==> src/elb_pkg.sv <==
// Shared types and constants for the learning bridge.
// Used by the controller, datapath and top level; depends on nothing.
`default_nettype none

package elb_pkg;

    // Table and port geometry.
    localparam int TABLE_ENTRIES = 64;
    localparam int PORT_COUNT    = 16;
    localparam int IDX_W         = $clog2(TABLE_ENTRIES);
    localparam int CNT_W         = IDX_W + 1;
    localparam int PORT_W        = 4;
    localparam int MASK_W        = 16;
    localparam int MAC_W         = 48;
    localparam int ENTRY_W       = MAC_W + PORT_W;

    // Multicast flag position inside a MAC address.
    localparam int MCAST_BIT = 40;

    // Membership bits that take effect.
    localparam logic [MASK_W-1:0] MEMBER_VALID = MASK_W'((17'(1) << PORT_COUNT) - 17'(1));

    // Result status codes.
    typedef enum logic [2:0] {
        ST_FORWARD    = 3'd0,
        ST_FLOOD      = 3'd1,
        ST_NOT_MEMBER = 3'd2,
        ST_BAD_SOURCE = 3'd3,
        ST_TABLE_FULL = 3'd4,
        ST_UNKNOWN    = 3'd5
    } t_status;

    // Packet kinds.
    localparam logic KIND_RX = 1'b0;
    localparam logic KIND_TX = 1'b1;

    // Input transaction payload.
    typedef struct packed {
        logic              kind;
        logic [PORT_W-1:0] in_port;
        logic [MAC_W-1:0]  src_mac;
        logic [MAC_W-1:0]  dst_mac;
    } t_item;

    // Output transaction payload.
    typedef struct packed {
        logic [MASK_W-1:0] out_mask;
        logic [2:0]        status;
    } t_result;

    // Which result the datapath builds.
    typedef enum logic [2:0] {
        RES_NOT_MEMBER,
        RES_BAD_SOURCE,
        RES_TABLE_FULL,
        RES_TX_FLOOD,
        RES_LOOKUP
    } t_res_sel;

    // Commands from the controller to the datapath.
    typedef struct packed {
        logic     load;
        logic     scan_start;
        logic     key_dst;
        logic     write;
        logic     res_load;
        t_res_sel res_sel;
    } t_cmd;

    // Status from the datapath to the controller.
    typedef struct packed {
        logic kind;
        logic dst_mcast;
        logic port_member;
        logic src_bad;
        logic scan_done;
        logic hit;
        logic free_found;
        logic out_free;
    } t_stat;

endpackage

`default_nettype wire

==> src/elb_ram.sv <==
// Generic single-write, single-read RAM with a registered read port.
// Standalone; no package dependencies.
`default_nettype none

module elb_ram #(
    parameter int WIDTH = 8,
    parameter int DEPTH = 16
) (
    input  wire logic                     i_clk,
    input  wire logic                     i_we,
    input  wire logic [$clog2(DEPTH)-1:0] i_waddr,
    input  wire logic [WIDTH-1:0]         i_wdata,
    input  wire logic                     i_re,
    input  wire logic [$clog2(DEPTH)-1:0] i_raddr,
    output logic      [WIDTH-1:0]         o_rdata
);

    logic [WIDTH-1:0] r_mem [DEPTH];

    // Write port and registered read port.
    always_ff @(posedge i_clk) begin
        if (i_we) begin
            r_mem[i_waddr] <= i_wdata;
        end
        if (i_re) begin
            o_rdata <= r_mem[i_raddr];
        end
    end

endmodule

`default_nettype wire

==> src/elb_ctrl.sv <==
// Controller state machine for the learning bridge.
// Depends on elb_pkg for command and status types.
`default_nettype none

module elb_ctrl (
    input  wire logic           i_clk,
    input  wire logic           i_rst_n,
    input  wire logic           i_in_valid,
    output logic                o_in_stall,
    input  wire elb_pkg::t_stat i_stat,
    output elb_pkg::t_cmd       o_cmd
);

    typedef enum logic [2:0] {
        S_IDLE,
        S_CHECK,
        S_LEARN,
        S_WRITE,
        S_LOOK,
        S_RESULT
    } t_state;

    t_state            r_state;
    elb_pkg::t_res_sel r_res_sel;

    // State register and registered result selection.
    always_ff @(posedge i_clk) begin
        if (!i_rst_n) begin
            r_state   <= S_IDLE;
            r_res_sel <= elb_pkg::RES_LOOKUP;
        end else begin
            unique case (r_state)
                S_IDLE: begin
                    if (i_in_valid) begin
                        r_state <= S_CHECK;
                    end
                end
                S_CHECK: begin
                    if (i_stat.kind == elb_pkg::KIND_TX) begin
                        if (i_stat.dst_mcast) begin
                            r_res_sel <= elb_pkg::RES_TX_FLOOD;
                            r_state   <= S_RESULT;
                        end else begin
                            r_state <= S_LOOK;
                        end
                    end else if (!i_stat.port_member) begin
                        r_res_sel <= elb_pkg::RES_NOT_MEMBER;
                        r_state   <= S_RESULT;
                    end else if (i_stat.src_bad) begin
                        r_res_sel <= elb_pkg::RES_BAD_SOURCE;
                        r_state   <= S_RESULT;
                    end else begin
                        r_state <= S_LEARN;
                    end
                end
                S_LEARN: begin
                    if (i_stat.scan_done) begin
                        if (!i_stat.hit && !i_stat.free_found) begin
                            r_res_sel <= elb_pkg::RES_TABLE_FULL;
                            r_state   <= S_RESULT;
                        end else begin
                            r_state <= S_WRITE;
                        end
                    end
                end
                S_WRITE: begin
                    r_state <= S_LOOK;
                end
                S_LOOK: begin
                    if (i_stat.scan_done) begin
                        r_res_sel <= elb_pkg::RES_LOOKUP;
                        r_state   <= S_RESULT;
                    end
                end
                S_RESULT: begin
                    if (i_stat.out_free) begin
                        r_state <= S_IDLE;
                    end
                end
                default: begin
                    r_state <= S_IDLE;
                end
            endcase
        end
    end

    // Commands decoded from the current state.
    always_comb begin
        o_cmd            = '0;
        o_cmd.res_sel    = r_res_sel;
        o_cmd.load       = (r_state == S_IDLE) && i_in_valid;
        o_cmd.write      = (r_state == S_WRITE);
        o_cmd.res_load   = (r_state == S_RESULT) && i_stat.out_free;
        // Source search starts after the checks; destination search after
        // the learn write, or straight from the checks for a transmit.
        if (r_state == S_CHECK) begin
            o_cmd.scan_start = (i_stat.kind == elb_pkg::KIND_TX) ? !i_stat.dst_mcast
                             : (i_stat.port_member && !i_stat.src_bad);
            o_cmd.key_dst    = (i_stat.kind == elb_pkg::KIND_TX);
        end else if (r_state == S_WRITE) begin
            o_cmd.scan_start = 1'b1;
            o_cmd.key_dst    = 1'b1;
        end
    end

    assign o_in_stall = (r_state != S_IDLE);

endmodule

`default_nettype wire

==> src/elb_datapath.sv <==
// Datapath of the learning bridge: item and config registers, table
// storage, sequential search engine and result register. Uses elb_pkg, elb_ram.
`default_nettype none

module elb_datapath (
    input  wire logic                       i_clk,
    input  wire logic                       i_rst_n,
    input  wire logic                       i_cfg_we,
    input  wire logic [elb_pkg::MASK_W-1:0] i_cfg_wdata,
    input  wire elb_pkg::t_item             i_in_item,
    input  wire logic                       i_out_stall,
    output logic                            o_out_valid,
    output elb_pkg::t_result                o_out_item,
    input  wire elb_pkg::t_cmd              i_cmd,
    output elb_pkg::t_stat                  o_stat
);

    logic [elb_pkg::MASK_W-1:0]   r_member_mask;
    elb_pkg::t_item               r_item;
    logic                         r_key_dst;
    logic                         r_scan_act;
    logic [elb_pkg::CNT_W-1:0]    r_idx;
    logic                         r_pipe_vld;
    logic [elb_pkg::IDX_W-1:0]    r_pipe_idx;
    logic                         r_hit;
    logic                         r_end;
    logic [elb_pkg::IDX_W-1:0]    r_hit_idx;
    logic [elb_pkg::PORT_W-1:0]   r_hit_port;
    logic                         r_free_found;
    logic [elb_pkg::IDX_W-1:0]    r_free_idx;
    logic                         r_entry_valid [elb_pkg::TABLE_ENTRIES];
    logic                         r_out_valid;
    elb_pkg::t_result             r_out_item;
    elb_pkg::t_result             n_out_item;

    logic [elb_pkg::MASK_W-1:0]   members;
    logic [elb_pkg::MASK_W-1:0]   in_bit;
    logic [elb_pkg::MASK_W-1:0]   hit_bit;
    logic [elb_pkg::MAC_W-1:0]    key;
    logic                         issue;
    logic                         scan_done;
    logic [elb_pkg::IDX_W-1:0]    wr_idx;
    logic [elb_pkg::ENTRY_W-1:0]  rd_data;
    logic                         entry_match;

    assign members = r_member_mask & elb_pkg::MEMBER_VALID;
    assign in_bit  = elb_pkg::MASK_W'(1) << r_item.in_port;
    assign hit_bit = elb_pkg::MASK_W'(1) << r_hit_port;
    assign key     = r_key_dst ? r_item.dst_mac : r_item.src_mac;

    // Configuration register.
    always_ff @(posedge i_clk) begin
        if (!i_rst_n) begin
            r_member_mask <= '0;
        end else if (i_cfg_we) begin
            r_member_mask <= i_cfg_wdata;
        end
    end

    // Captured item.
    always_ff @(posedge i_clk) begin
        if (i_cmd.load) begin
            r_item <= i_in_item;
        end
    end

    // Table storage: address and port per entry.
    assign issue  = r_scan_act && !r_hit && (r_idx != elb_pkg::CNT_W'(elb_pkg::TABLE_ENTRIES));
    assign wr_idx = r_hit ? r_hit_idx : r_free_idx;

    elb_ram #(
        .WIDTH (elb_pkg::ENTRY_W),
        .DEPTH (elb_pkg::TABLE_ENTRIES)
    ) u_table (
        .i_clk   (i_clk),
        .i_we    (i_cmd.write),
        .i_waddr (wr_idx),
        .i_wdata ({r_item.src_mac, r_item.in_port}),
        .i_re    (issue),
        .i_raddr (r_idx[elb_pkg::IDX_W-1:0]),
        .o_rdata (rd_data)
    );

    assign entry_match = r_entry_valid[r_pipe_idx]
                      && (rd_data[elb_pkg::ENTRY_W-1:elb_pkg::PORT_W] == key);
    assign scan_done   = r_hit || r_end;

    // Entry valid bits, set by a learn write.
    always_ff @(posedge i_clk) begin
        if (!i_rst_n) begin
            for (int i = 0; i < elb_pkg::TABLE_ENTRIES; i++) begin
                r_entry_valid[i] <= 1'b0;
            end
        end else if (i_cmd.write) begin
            r_entry_valid[wr_idx] <= 1'b1;
        end
    end

    // Search engine: one read issued and one entry compared per cycle.
    always_ff @(posedge i_clk) begin
        if (!i_rst_n) begin
            r_scan_act   <= 1'b0;
            r_idx        <= '0;
            r_pipe_vld   <= 1'b0;
            r_hit        <= 1'b0;
            r_end        <= 1'b0;
            r_free_found <= 1'b0;
        end else if (i_cmd.scan_start) begin
            r_scan_act   <= 1'b1;
            r_key_dst    <= i_cmd.key_dst;
            r_idx        <= '0;
            r_pipe_vld   <= 1'b0;
            r_hit        <= 1'b0;
            r_end        <= 1'b0;
            r_free_found <= 1'b0;
        end else begin
            r_pipe_vld <= issue;
            if (issue) begin
                r_pipe_idx <= r_idx[elb_pkg::IDX_W-1:0];
                r_idx      <= r_idx + elb_pkg::CNT_W'(1);
            end
            if (r_pipe_vld && !r_hit) begin
                if (entry_match) begin
                    r_hit      <= 1'b1;
                    r_hit_idx  <= r_pipe_idx;
                    r_hit_port <= rd_data[elb_pkg::PORT_W-1:0];
                end
                if (!r_entry_valid[r_pipe_idx] && !r_free_found) begin
                    r_free_found <= 1'b1;
                    r_free_idx   <= r_pipe_idx;
                end
                if (r_pipe_idx == elb_pkg::IDX_W'(elb_pkg::TABLE_ENTRIES - 1)) begin
                    r_end <= 1'b1;
                end
            end
            if (scan_done) begin
                r_scan_act <= 1'b0;
            end
        end
    end

    // Result formation.
    always_comb begin
        n_out_item = '0;
        case (i_cmd.res_sel)
            elb_pkg::RES_NOT_MEMBER: begin
                n_out_item.status = elb_pkg::ST_NOT_MEMBER;
            end
            elb_pkg::RES_BAD_SOURCE: begin
                n_out_item.status = elb_pkg::ST_BAD_SOURCE;
            end
            elb_pkg::RES_TABLE_FULL: begin
                n_out_item.status = elb_pkg::ST_TABLE_FULL;
            end
            elb_pkg::RES_TX_FLOOD: begin
                n_out_item.out_mask = members;
                n_out_item.status   = elb_pkg::ST_FLOOD;
            end
            elb_pkg::RES_LOOKUP: begin
                if (r_hit) begin
                    // A hit on a port that is no longer a member is stale.
                    if ((hit_bit & members) == '0) begin
                        n_out_item.status = elb_pkg::ST_UNKNOWN;
                    end else begin
                        n_out_item.out_mask = hit_bit;
                        n_out_item.status   = elb_pkg::ST_FORWARD;
                    end
                end else if (r_item.kind == elb_pkg::KIND_TX) begin
                    n_out_item.out_mask = members;
                    n_out_item.status   = elb_pkg::ST_FLOOD;
                end else if (r_item.dst_mac[elb_pkg::MCAST_BIT]) begin
                    n_out_item.out_mask = members & ~in_bit;
                    n_out_item.status   = elb_pkg::ST_FLOOD;
                end else begin
                    n_out_item.status = elb_pkg::ST_UNKNOWN;
                end
            end
            default: begin
                n_out_item.status = elb_pkg::ST_UNKNOWN;
            end
        endcase
    end

    // Output register.
    always_ff @(posedge i_clk) begin
        if (!i_rst_n) begin
            r_out_valid <= 1'b0;
        end else if (i_cmd.res_load) begin
            r_out_valid <= 1'b1;
        end else if (!i_out_stall) begin
            r_out_valid <= 1'b0;
        end
    end

    always_ff @(posedge i_clk) begin
        if (i_cmd.res_load) begin
            r_out_item <= n_out_item;
        end
    end

    assign o_out_valid = r_out_valid;
    assign o_out_item  = r_out_item;

    // Status for the controller.
    always_comb begin
        o_stat             = '0;
        o_stat.kind        = r_item.kind;
        o_stat.dst_mcast   = r_item.dst_mac[elb_pkg::MCAST_BIT];
        o_stat.port_member = ({1'b0, r_item.in_port} < 5'(elb_pkg::PORT_COUNT))
                          && ((members & in_bit) != '0);
        o_stat.src_bad     = r_item.src_mac[elb_pkg::MCAST_BIT] || (r_item.src_mac == '0);
        o_stat.scan_done   = scan_done;
        o_stat.hit         = r_hit;
        o_stat.free_found  = r_free_found;
        o_stat.out_free    = !r_out_valid || !i_out_stall;
    end

endmodule

`default_nettype wire

==> src/ethernet_learning_bridge_unit.sv <==
// Top level of the learning Ethernet bridge.
// Instantiates elb_ctrl and elb_datapath; types come from elb_pkg.
//
// Usage:
//   Input channel (i_in_valid / o_in_stall / i_in_item) carries one packet
//   descriptor per transaction: kind, ingress port, source and destination MAC.
//   Output channel (o_out_valid / i_out_stall / o_out_item) returns exactly one
//   result per packet: the egress port mask and a status code.
//   Config: i_cfg_we writes i_cfg_wdata into the port membership mask.
//   Sequence: a received packet passes the checks, a source search of the
//   table, the learn write, a destination search and the result load; a
//   transmit goes from the checks to the destination search, or straight to
//   the result if multicast. A search reads the entries in turn and ends at
//   the last one or early on a hit; packets rejected by the checks skip it.
//   One packet is processed at a time; the next one is accepted once the
//   result sits in the output register, even if it has not yet been taken.
//   Reset clears the membership mask and both channels and invalidates all table entries.
//   While the receiver stalls, the result holds in the output register and
//   the block waits before loading the next result.
`default_nettype none

module ethernet_learning_bridge_unit (
    input  wire logic                       i_clk,
    input  wire logic                       i_rst_n,
    input  wire logic                       i_cfg_we,
    input  wire logic [elb_pkg::MASK_W-1:0] i_cfg_wdata,
    input  wire logic                       i_in_valid,
    output logic                            o_in_stall,
    input  wire elb_pkg::t_item             i_in_item,
    output logic                            o_out_valid,
    input  wire logic                       i_out_stall,
    output elb_pkg::t_result                o_out_item
);

    elb_pkg::t_cmd  cmd;
    elb_pkg::t_stat stat;

    // Sequencing of checks, learn and lookup.
    elb_ctrl u_ctrl (
        .i_clk      (i_clk),
        .i_rst_n    (i_rst_n),
        .i_in_valid (i_in_valid),
        .o_in_stall (o_in_stall),
        .i_stat     (stat),
        .o_cmd      (cmd)
    );

    // Table, search engine and result register.
    elb_datapath u_datapath (
        .i_clk       (i_clk),
        .i_rst_n     (i_rst_n),
        .i_cfg_we    (i_cfg_we),
        .i_cfg_wdata (i_cfg_wdata),
        .i_in_item   (i_in_item),
        .i_out_stall (i_out_stall),
        .o_out_valid (o_out_valid),
        .o_out_item  (o_out_item),
        .i_cmd       (cmd),
        .o_stat      (stat)
    );

endmodule

`default_nettype wire
==> config.mk <==
export PLATFORM = sky130hd
export DESIGN_NAME = ethernet_learning_bridge_unit
export DESIGN_NICKNAME = d
export VERILOG_FILES = /design/src/elb_pkg.sv /design/src/elb_ram.sv /design/src/elb_ctrl.sv /design/src/elb_datapath.sv /design/src/ethernet_learning_bridge_unit.sv
export SDC_FILE = /design/constraint.sdc
export NUM_CORES = 2
export LEC_CHECK = 0
export BUFFER_PORTS_ARGS = -buffer_cell sky130_fd_sc_hd__clkbuf_2
export CORE_ASPECT_RATIO = 0.75
export CORE_MARGIN = 4
export CORE_UTILIZATION = 49
export DETAILED_ROUTE_END_ITERATION = 16
export PLACE_DENSITY = 0.65
export SKIP_CTS_REPAIR_TIMING = 1
export SYNTH_ARGS = -nofsm -noshare
export SYNTH_HDL_FRONTEND = slang
export SYNTH_SLANG_ARGS = --single-unit
==> constraint.sdc <==
create_clock -name i_clk -period 15.64 [get_ports i_clk]
set_input_delay 0.782 -clock i_clk [delete_from_list [all_inputs] [get_ports i_clk]]
set_output_delay 0.782 -clock i_clk [all_outputs]
set_load 0.005 [all_outputs]
# ---- Word-level counts from Yosys, hierarchy flattened
# Memory sizes are Yosys's and may differ from the RTL's. A register that Yosys moved wholly into a read port is not among the register bits.
# Index checks and enable logic that the tools add are counted.
dict set report word_totals {
  register_bits 178
  latchBits 0
  mem_bits_rw 3392
  mem_bits_ro 0
  input_bits 122
  out_inout_bits 21
  elab_cells 134
  n_memories 2
}
# memory depth width read_ports rd_clocked_by_memory_dff write_ports line_no
set mem_list {}
lappend mem_list {u_datapath.u_table.r_mem 64 52 1 1 1 elb_ram.sv:18} ;# logic [WIDTH-1:0] r_mem [DEPTH];
lappend mem_list {u_datapath.r_entry_valid 64 1 1 1 64 elb_datapath.sv:31} ;# logic r_entry_valid [elb_pkg::TABLE_ENTRIES];
dict set report op_classes {
  add_sub_neg 1
  multipliers 0
  div_mod_pow 0
  order_cmp 0
  n_eq_ne 20
  n_shift 2
  n_mux 44
  bitwise 6
  n_reduce_logical 38
}
# operator n
set op_table {}
lappend op_table {{3-bit 2-to-1 mux} 17}
lappend op_table {{16-bit AND} 3}
lappend op_table {{48-bit equality test} 1}
lappend op_table {{48-bit logical NOT} 1}
lappend op_table {{48-bit 2-to-1 mux} 1}
lappend op_table {{19-bit 2-to-1 mux} 2}
lappend op_table {{16-bit 2-to-1 mux} 2}
lappend op_table {{16-bit case mux with 2 select lines} 1}
lappend op_table {{1-bit by 4-bit left shift with 16-bit output, first input constant} 2}
lappend op_table {{6-bit 2-to-1 mux} 3}
lappend op_table {{3-bit case mux with 6 select lines} 1}
lappend op_table {{16-bit logical NOT} 1}
lappend op_table {{16-bit NOT} 1}
lappend op_table {{16-bit nonzero test} 1}
lappend op_table {{3-bit case mux with 5 select lines} 1}
lappend op_table {{1-bit 2-to-1 mux} 13}
lappend op_table {{3-bit by 2-bit equality test with 1-bit output, second input constant} 4}
lappend op_table {{4-bit AND reduction} 3}
lappend op_table {{2-bit by 1-bit inequality test with 1-bit output, second input constant} 5}
lappend op_table {{3-bit equality test, second input constant} 3}
lappend op_table {{1-bit logical AND} 9}
lappend op_table {{3-bit case mux with 3 select lines} 1}
lappend op_table {{2-bit AND reduction} 4}
lappend op_table {{7-bit by 1-bit adder with 7-bit output, second input constant} 1}
lappend op_table {{other kinds (17)} 30}

# ---- Longest topological paths before layout
dict set report logic_depth {
  ltp_word 9
  mapped_depth 9
  depth_no_buf 6
}

# ---- Hierarchy
# Synthesis repeated with hierarchy kept, for this count alone.
dict set report unflattened {
  hier_cells 6276
  area_unflattened_um2 138357.7
}
# module instances cells_per_inst area_each_um2 seq_area_each_um2
set by_module_without_submodules {}
lappend by_module_without_submodules {elb_ram 1 5410 127444.7 101497.3}
lappend by_module_without_submodules {elb_datapath 1 804 10442.5 6276.0}
lappend by_module_without_submodules {elb_ctrl 1 62 470.5 120.1}

# ---- Worst setup path after synthesis
# OpenSTA, ideal clock, no wires.
dict set report synth_timing {
  kind {reg-to-reg}
  start {reg u_datapath.r_idx[1] in the netlist's numbering}
  end {reg (tool-made name)}
  setup_ps 121
  arrival_time_ps 7210
  t_required_ps 15519
  path_slack_ps 8309
  path_stages_with_launch 10
  n_path_buf 4
  synth_period_minus_slack_ps 7331
  path_cell_list {dfxtp_1 > clkbuf_1 > clkbuf_1 > buf_1 > inv_1 > ha_1 > a311oi_1 > and3_1 > buf_2 > mux2_2}
}
# element line_no
set synth_lines {}
lappend synth_lines {{from (decl)} elb_datapath.sv:22} ;# logic [elb_pkg::CNT_W-1:0] r_idx;
lappend synth_lines {{from (signal assigned)} elb_datapath.sv:120} ;# r_idx <= r_idx + elb_pkg::CNT_W'(1);

# ---- Worst setup path after layout
dict set report layout_timing {
  start {reg u_datapath.r_key_dst}
  end {reg u_datapath.r_hit_port[2] in the netlist's numbering (enable)}
}
dict set report layout_between {
  elab_chain_len 4
}
# element line_no
set layout_lines {}
lappend layout_lines {{from (decl)} elb_datapath.sv:20} ;# logic r_key_dst;
lappend layout_lines {{from (signal assigned)} elb_datapath.sv:110} ;# r_key_dst <= i_cmd.key_dst;
lappend layout_lines {{48-bit 2-to-1 mux} elb_datapath.sv:49} ;# assign key = r_key_dst ? r_item.dst_mac : r_item.src_mac;
lappend layout_lines {{48-bit equality test} elb_datapath.sv:85} ;# && (rd_data[elb_pkg::ENTRY_W-1:elb_pkg::PORT_W] == key);
lappend layout_lines {{1-bit logical AND} elb_datapath.sv:85}
lappend layout_lines {{4-bit AND reduction (no source line)} -}
lappend layout_lines {{to (signal assigned)} elb_datapath.sv:126} ;# r_hit_port <= rd_data[elb_pkg::PORT_W-1:0];
lappend layout_lines {{to (decl)} elb_datapath.sv:28} ;# logic [elb_pkg::PORT_W-1:0] r_hit_port;
# Every way passes these cells.
# A chain may end at the register's enable or synchronous reset.

==> impl_metrics.py <==
metrics = {
    "final_layout": {
        "seq_area_um2": 108000,
        "area_growth_pct": 12.8,
        "nNetsFinal": 6220,
        "drive_above_1_share_pct": 32.3,
        "filler_cell_count": 20400,
        "multi_input_area_um2": 29400,
        "layout.cells.non_filler": 10100,
        "final_util_pct": 55.6,
    },
    "timing": {
        "rsz0062_at_grt": "false",
        "hold_viol_final": 0,
        "fin_setup_tns_ps": 0,
        "skew_ps": 53.1,
        "maxSlewViolCount": 2,
        "finalCritPeriodShare_pct": 47.2,
        "tightestPinTransition_ps": 1530,
        "max_slew_margin_pct": -3.19,
        "max_freq_mhz": 135,
        "setup_violations": 0,
        "post-route-min-period_ps": 7390,
    },
    "clocking": {
        "cts_root_buf": "clkbuf_16",
        "clkTransAtPathRegs_ps": 60,
        "cts_buffers": 348,
        "clock_latency_ps": 900,
        "cts_tree": "yes",
        "clock_path_buffers": 4,
        "cts_sinks": 3628,
        "htree_levels": 5,
    },
    "global_routing": {
        "grt_pass1_vias": 64800,
        "globalRouteOverflowTotal": 0,
        "grt_usage_pct": 26.6,
        "antenna_found_initial": 10,
        "grt_pass1_wl_um": 531000,
        "grt_max_degree": 140,
    },
    "critical_path": {
        "critPathKind": "reg -> reg",
        "crit_cells": 8,
        "reg2reg_to": "u_datapath.r_hit_port[2]",
        "endpoint_kind": "flop",
        "cp.required_ps": 16100,
        "critPathBufInv": 2,
        "reg2reg_depth": 8,
        "critPathTopFamily": "simple AND/OR/NAND/NOR gates",
        "cpPeakStageDelay_ps": 1160,
        "cp.arrival_ps": 7850,
        "worstPathCellList": "buf_4, buf_4, mux2i_1, xor2_1, nand4_1, nor4_1, nand3_1, nor4_2",
        "cp_max_fo": 36,
        "cpMostUsedCell": "buf_4",
        "cp-start-kind": "flop",
        "endpoint": "u_datapath.r_hit_port[2]",
        "crit_start": "u_datapath.r_key_dst",
        "r2r_start": "u_datapath.r_key_dst",
        "slowest_stage": "nor4_2",
        "reg2reg_slack_ps": 8250,
    },
    "floorplanning": {
        "io_pins": 143,
        "die_width_um": 621,
        "start_util_pct": 49.3,
        "row_count": 168,
        "die_h_um": 468,
        "die_area_um2": 290000,
        "core_um2": 280000,
    },
    "drt": {
        "post-route-drc-count": 0,
        "wl_met3_um": 49000,
        "vias": 67200,
        "wirelength_um": 386000,
        "top_layer": "met4",
        "wl_met1_um": 156000,
        "ant_nets": 0,
        "vias_per_cell": 6.64,
        "routedWlPerCell_um": 38.2,
        "wl_met2_um": 171000,
        "drtIter0Drc": 11900,
        "dr.pass1.iters": 7,
    },
    "pwr": {
        "p_leak_nw": 46.9,
        "power_density_nw_per_um2": 129,
        "vdd_drop_max_mv": 0.0977,
    },
    "yosys": {
        "synth_ff_type": "edfxtp_1",
        "netlist-cell-type-count": 60,
        "yosysMostFrequentCell": "edfxtp_1",
        "synthArstFlopShare_pct": 0,
        "synthTopCellsByCount": "edfxtp_1, mux4_2, nor2_1",
        "ys_warn_count": 0,
        "synth-seq-cells": 3628,
        "syn_avg_cell_area_um2": 24.4,
        "synth_largest_area_cell": "edfxtp_1",
        "syn_area_um2": 138000,
        "synthCells": 5665,
        "synth-edff-count": 3523,
        "synth_top_area_share_pct": 76.6,
        "yosys-top-cells-area": "edfxtp_1, mux4_2, dfxtp_1, nor2_1, mux2i_1",
        "ys_seq_area_share_pct": 78.1,
        "synth_nets": 5789,
    },
    "place": {
        "place.port_buffers": 142,
        "dp_hpwl_um": 203000,
        "dpl.cell_count": 9486,
        "gp_congestion": 0.808,
    },
    "outcome": {
        "run_status": "finished with violations",
        "violations": "max-capacitance violations, max-slew violations",
    },
    "worst_hold_path": {
        "hp-class": "in -> reg",
    },
    "job": {
        "drv_cap": 1,
    },
}
-- area by class of cell --
| cell class | count | share of cell area, % |
|---|---|---|
| Clock inverter | 183 | 1.19 |
| Antenna cell | 6 | 0.00964 |
| Multi-Input combinational cell | 1731 | 18.9 |
| Clock buffer | 437 | 5.98 |
| Tap cell | 3740 | 3.00 |
| Sequential cell | 3628 | 69.3 |
| Inverter | 14 | 0.0369 |
| Timing Repair Buffer | 373 | 1.63 |
-- kinds of logic (layout without fill, tap and decap cells) --
kind of cell	Yosys count	after routing	share of synthesized area, %
simple gates	346	346	1.15
compound gates	137	137	0.670
buf+inv	306	1007	0.943
xor+xnor	54	54	0.343
mux	1192	1192	18.7
other cells	0	6	0
fa+ha+maj	2	2	0.0181
flops	3628	3628	78.1
-- metrics by stage --
step	hold slack, ps	total power, W	worst slack (ps)	instance area [um2]
floorplan	400	0.0117	8310	138000
global placement	407	0.0120	8530	145000
detailed placement	407	0.0120	8490	145000
CTS	5.70	0.0203	8440	156000
global route	25.3	0.0208	8470	156000
finish	67.4	0.0202	8250	156000
-- worst reg2reg max path, stage by stage (launching register included) --
cell      delay (ps)
edfxtp_1         320
buf_4            430
buf_4           1060
mux2i_1          580
xor2_1          1040
nand4_1          840
nor4_1           870
nand3_1          680
nor4_2          1170
-- flip-flops by register name, indices dropped and copies added (netlist names), named ones only --
register / flops
u_ctrl.r_res_sel: 3
u_ctrl.r_state: 3
u_datapath.members: 16
u_datapath.o_out_item: 19
u_datapath.o_out_valid: 1
u_datapath.o_stat: 2
u_datapath.r_end: 1
u_datapath.r_entry_valid: 64
u_datapath.r_free_found: 1
u_datapath.r_free_idx: 6
u_datapath.r_hit: 1
u_datapath.r_hit_idx: 6
u_datapath.r_hit_port: 4
u_datapath.r_idx: 7
u_datapath.r_item: 99
u_datapath.r_key_dst: 1
u_datapath.r_pipe_idx: 6
u_datapath.r_pipe_vld: 1
u_datapath.r_scan_act: 1
u_datapath.u_table.o_rdata: 52
u_datapath.u_table.r_mem: 3328
-- cells in the final DEF (no fill, tap or decap), types with 9 or more instances in the layout --
cell type / Yosys / layout
mux2i_1: 71 / 71
nand4_1: 18 / 18
bufinv_16: 0 / 35
inv_1: 13 / 12
xor2_1: 50 / 50
nand3_1: 21 / 21
o21a_1: 23 / 23
clkbuf_1: 169 / 73
a21oi_1: 27 / 27
clkinv_2: 0 / 50
mux4_2: 1112 / 1112
clkbuf_16: 0 / 359
buf_4: 0 / 223
nor2_1: 199 / 135
nor2b_1: 9 / 9
nand2_1: 33 / 33
o21ai_0: 27 / 27
nor4_1: 17 / 13
o31ai_1: 16 / 15
edfxtp_1: 3523 / 3523
clkinv_1: 0 / 69
dfxtp_1: 105 / 100
mux2_2: 9 / 9
clkbuf_2: 0 / 143
clkinvlp_4: 0 / 10
nor2_4: 0 / 64
-- power breakdown --
part	internal [W]	switching, W	leakage [nW]
logic	0.000345	0.000554	8.93
registers	0.0108	0.0000481	32.6
clock network	0.00480	0.00359	5.45
total	0.0160	0.00419	46.9
-- per-layer routing --
metal,vias up,GRT usage (%)
met3,574,6.75
met1,36600,41.3
met2,4705,38.0
met4,0,6.79
li1,25300,-
met5,-,0
-- worst min-delay path by stage --
stage	cells after the start	from	endpoint	slack [ps]
final	1	i_in_item[62]	u_datapath.r_item[62]	70
after global routing	1	i_in_item[62]	u_datapath.r_item[62]	30
after CTS	1	i_in_item[24]	u_datapath.r_item[24]	6
after detailed placement	0	u_datapath.u_table.o_rdata[0]	u_datapath.r_hit_port[0]	410
after global placement	0	u_datapath.u_table.o_rdata[0]	u_datapath.r_hit_port[0]	410
after floorplan	0	u_datapath.u_table.o_rdata[0]	u_datapath.r_hit_port[0]	400
Power figures use the tool's default switching activity.
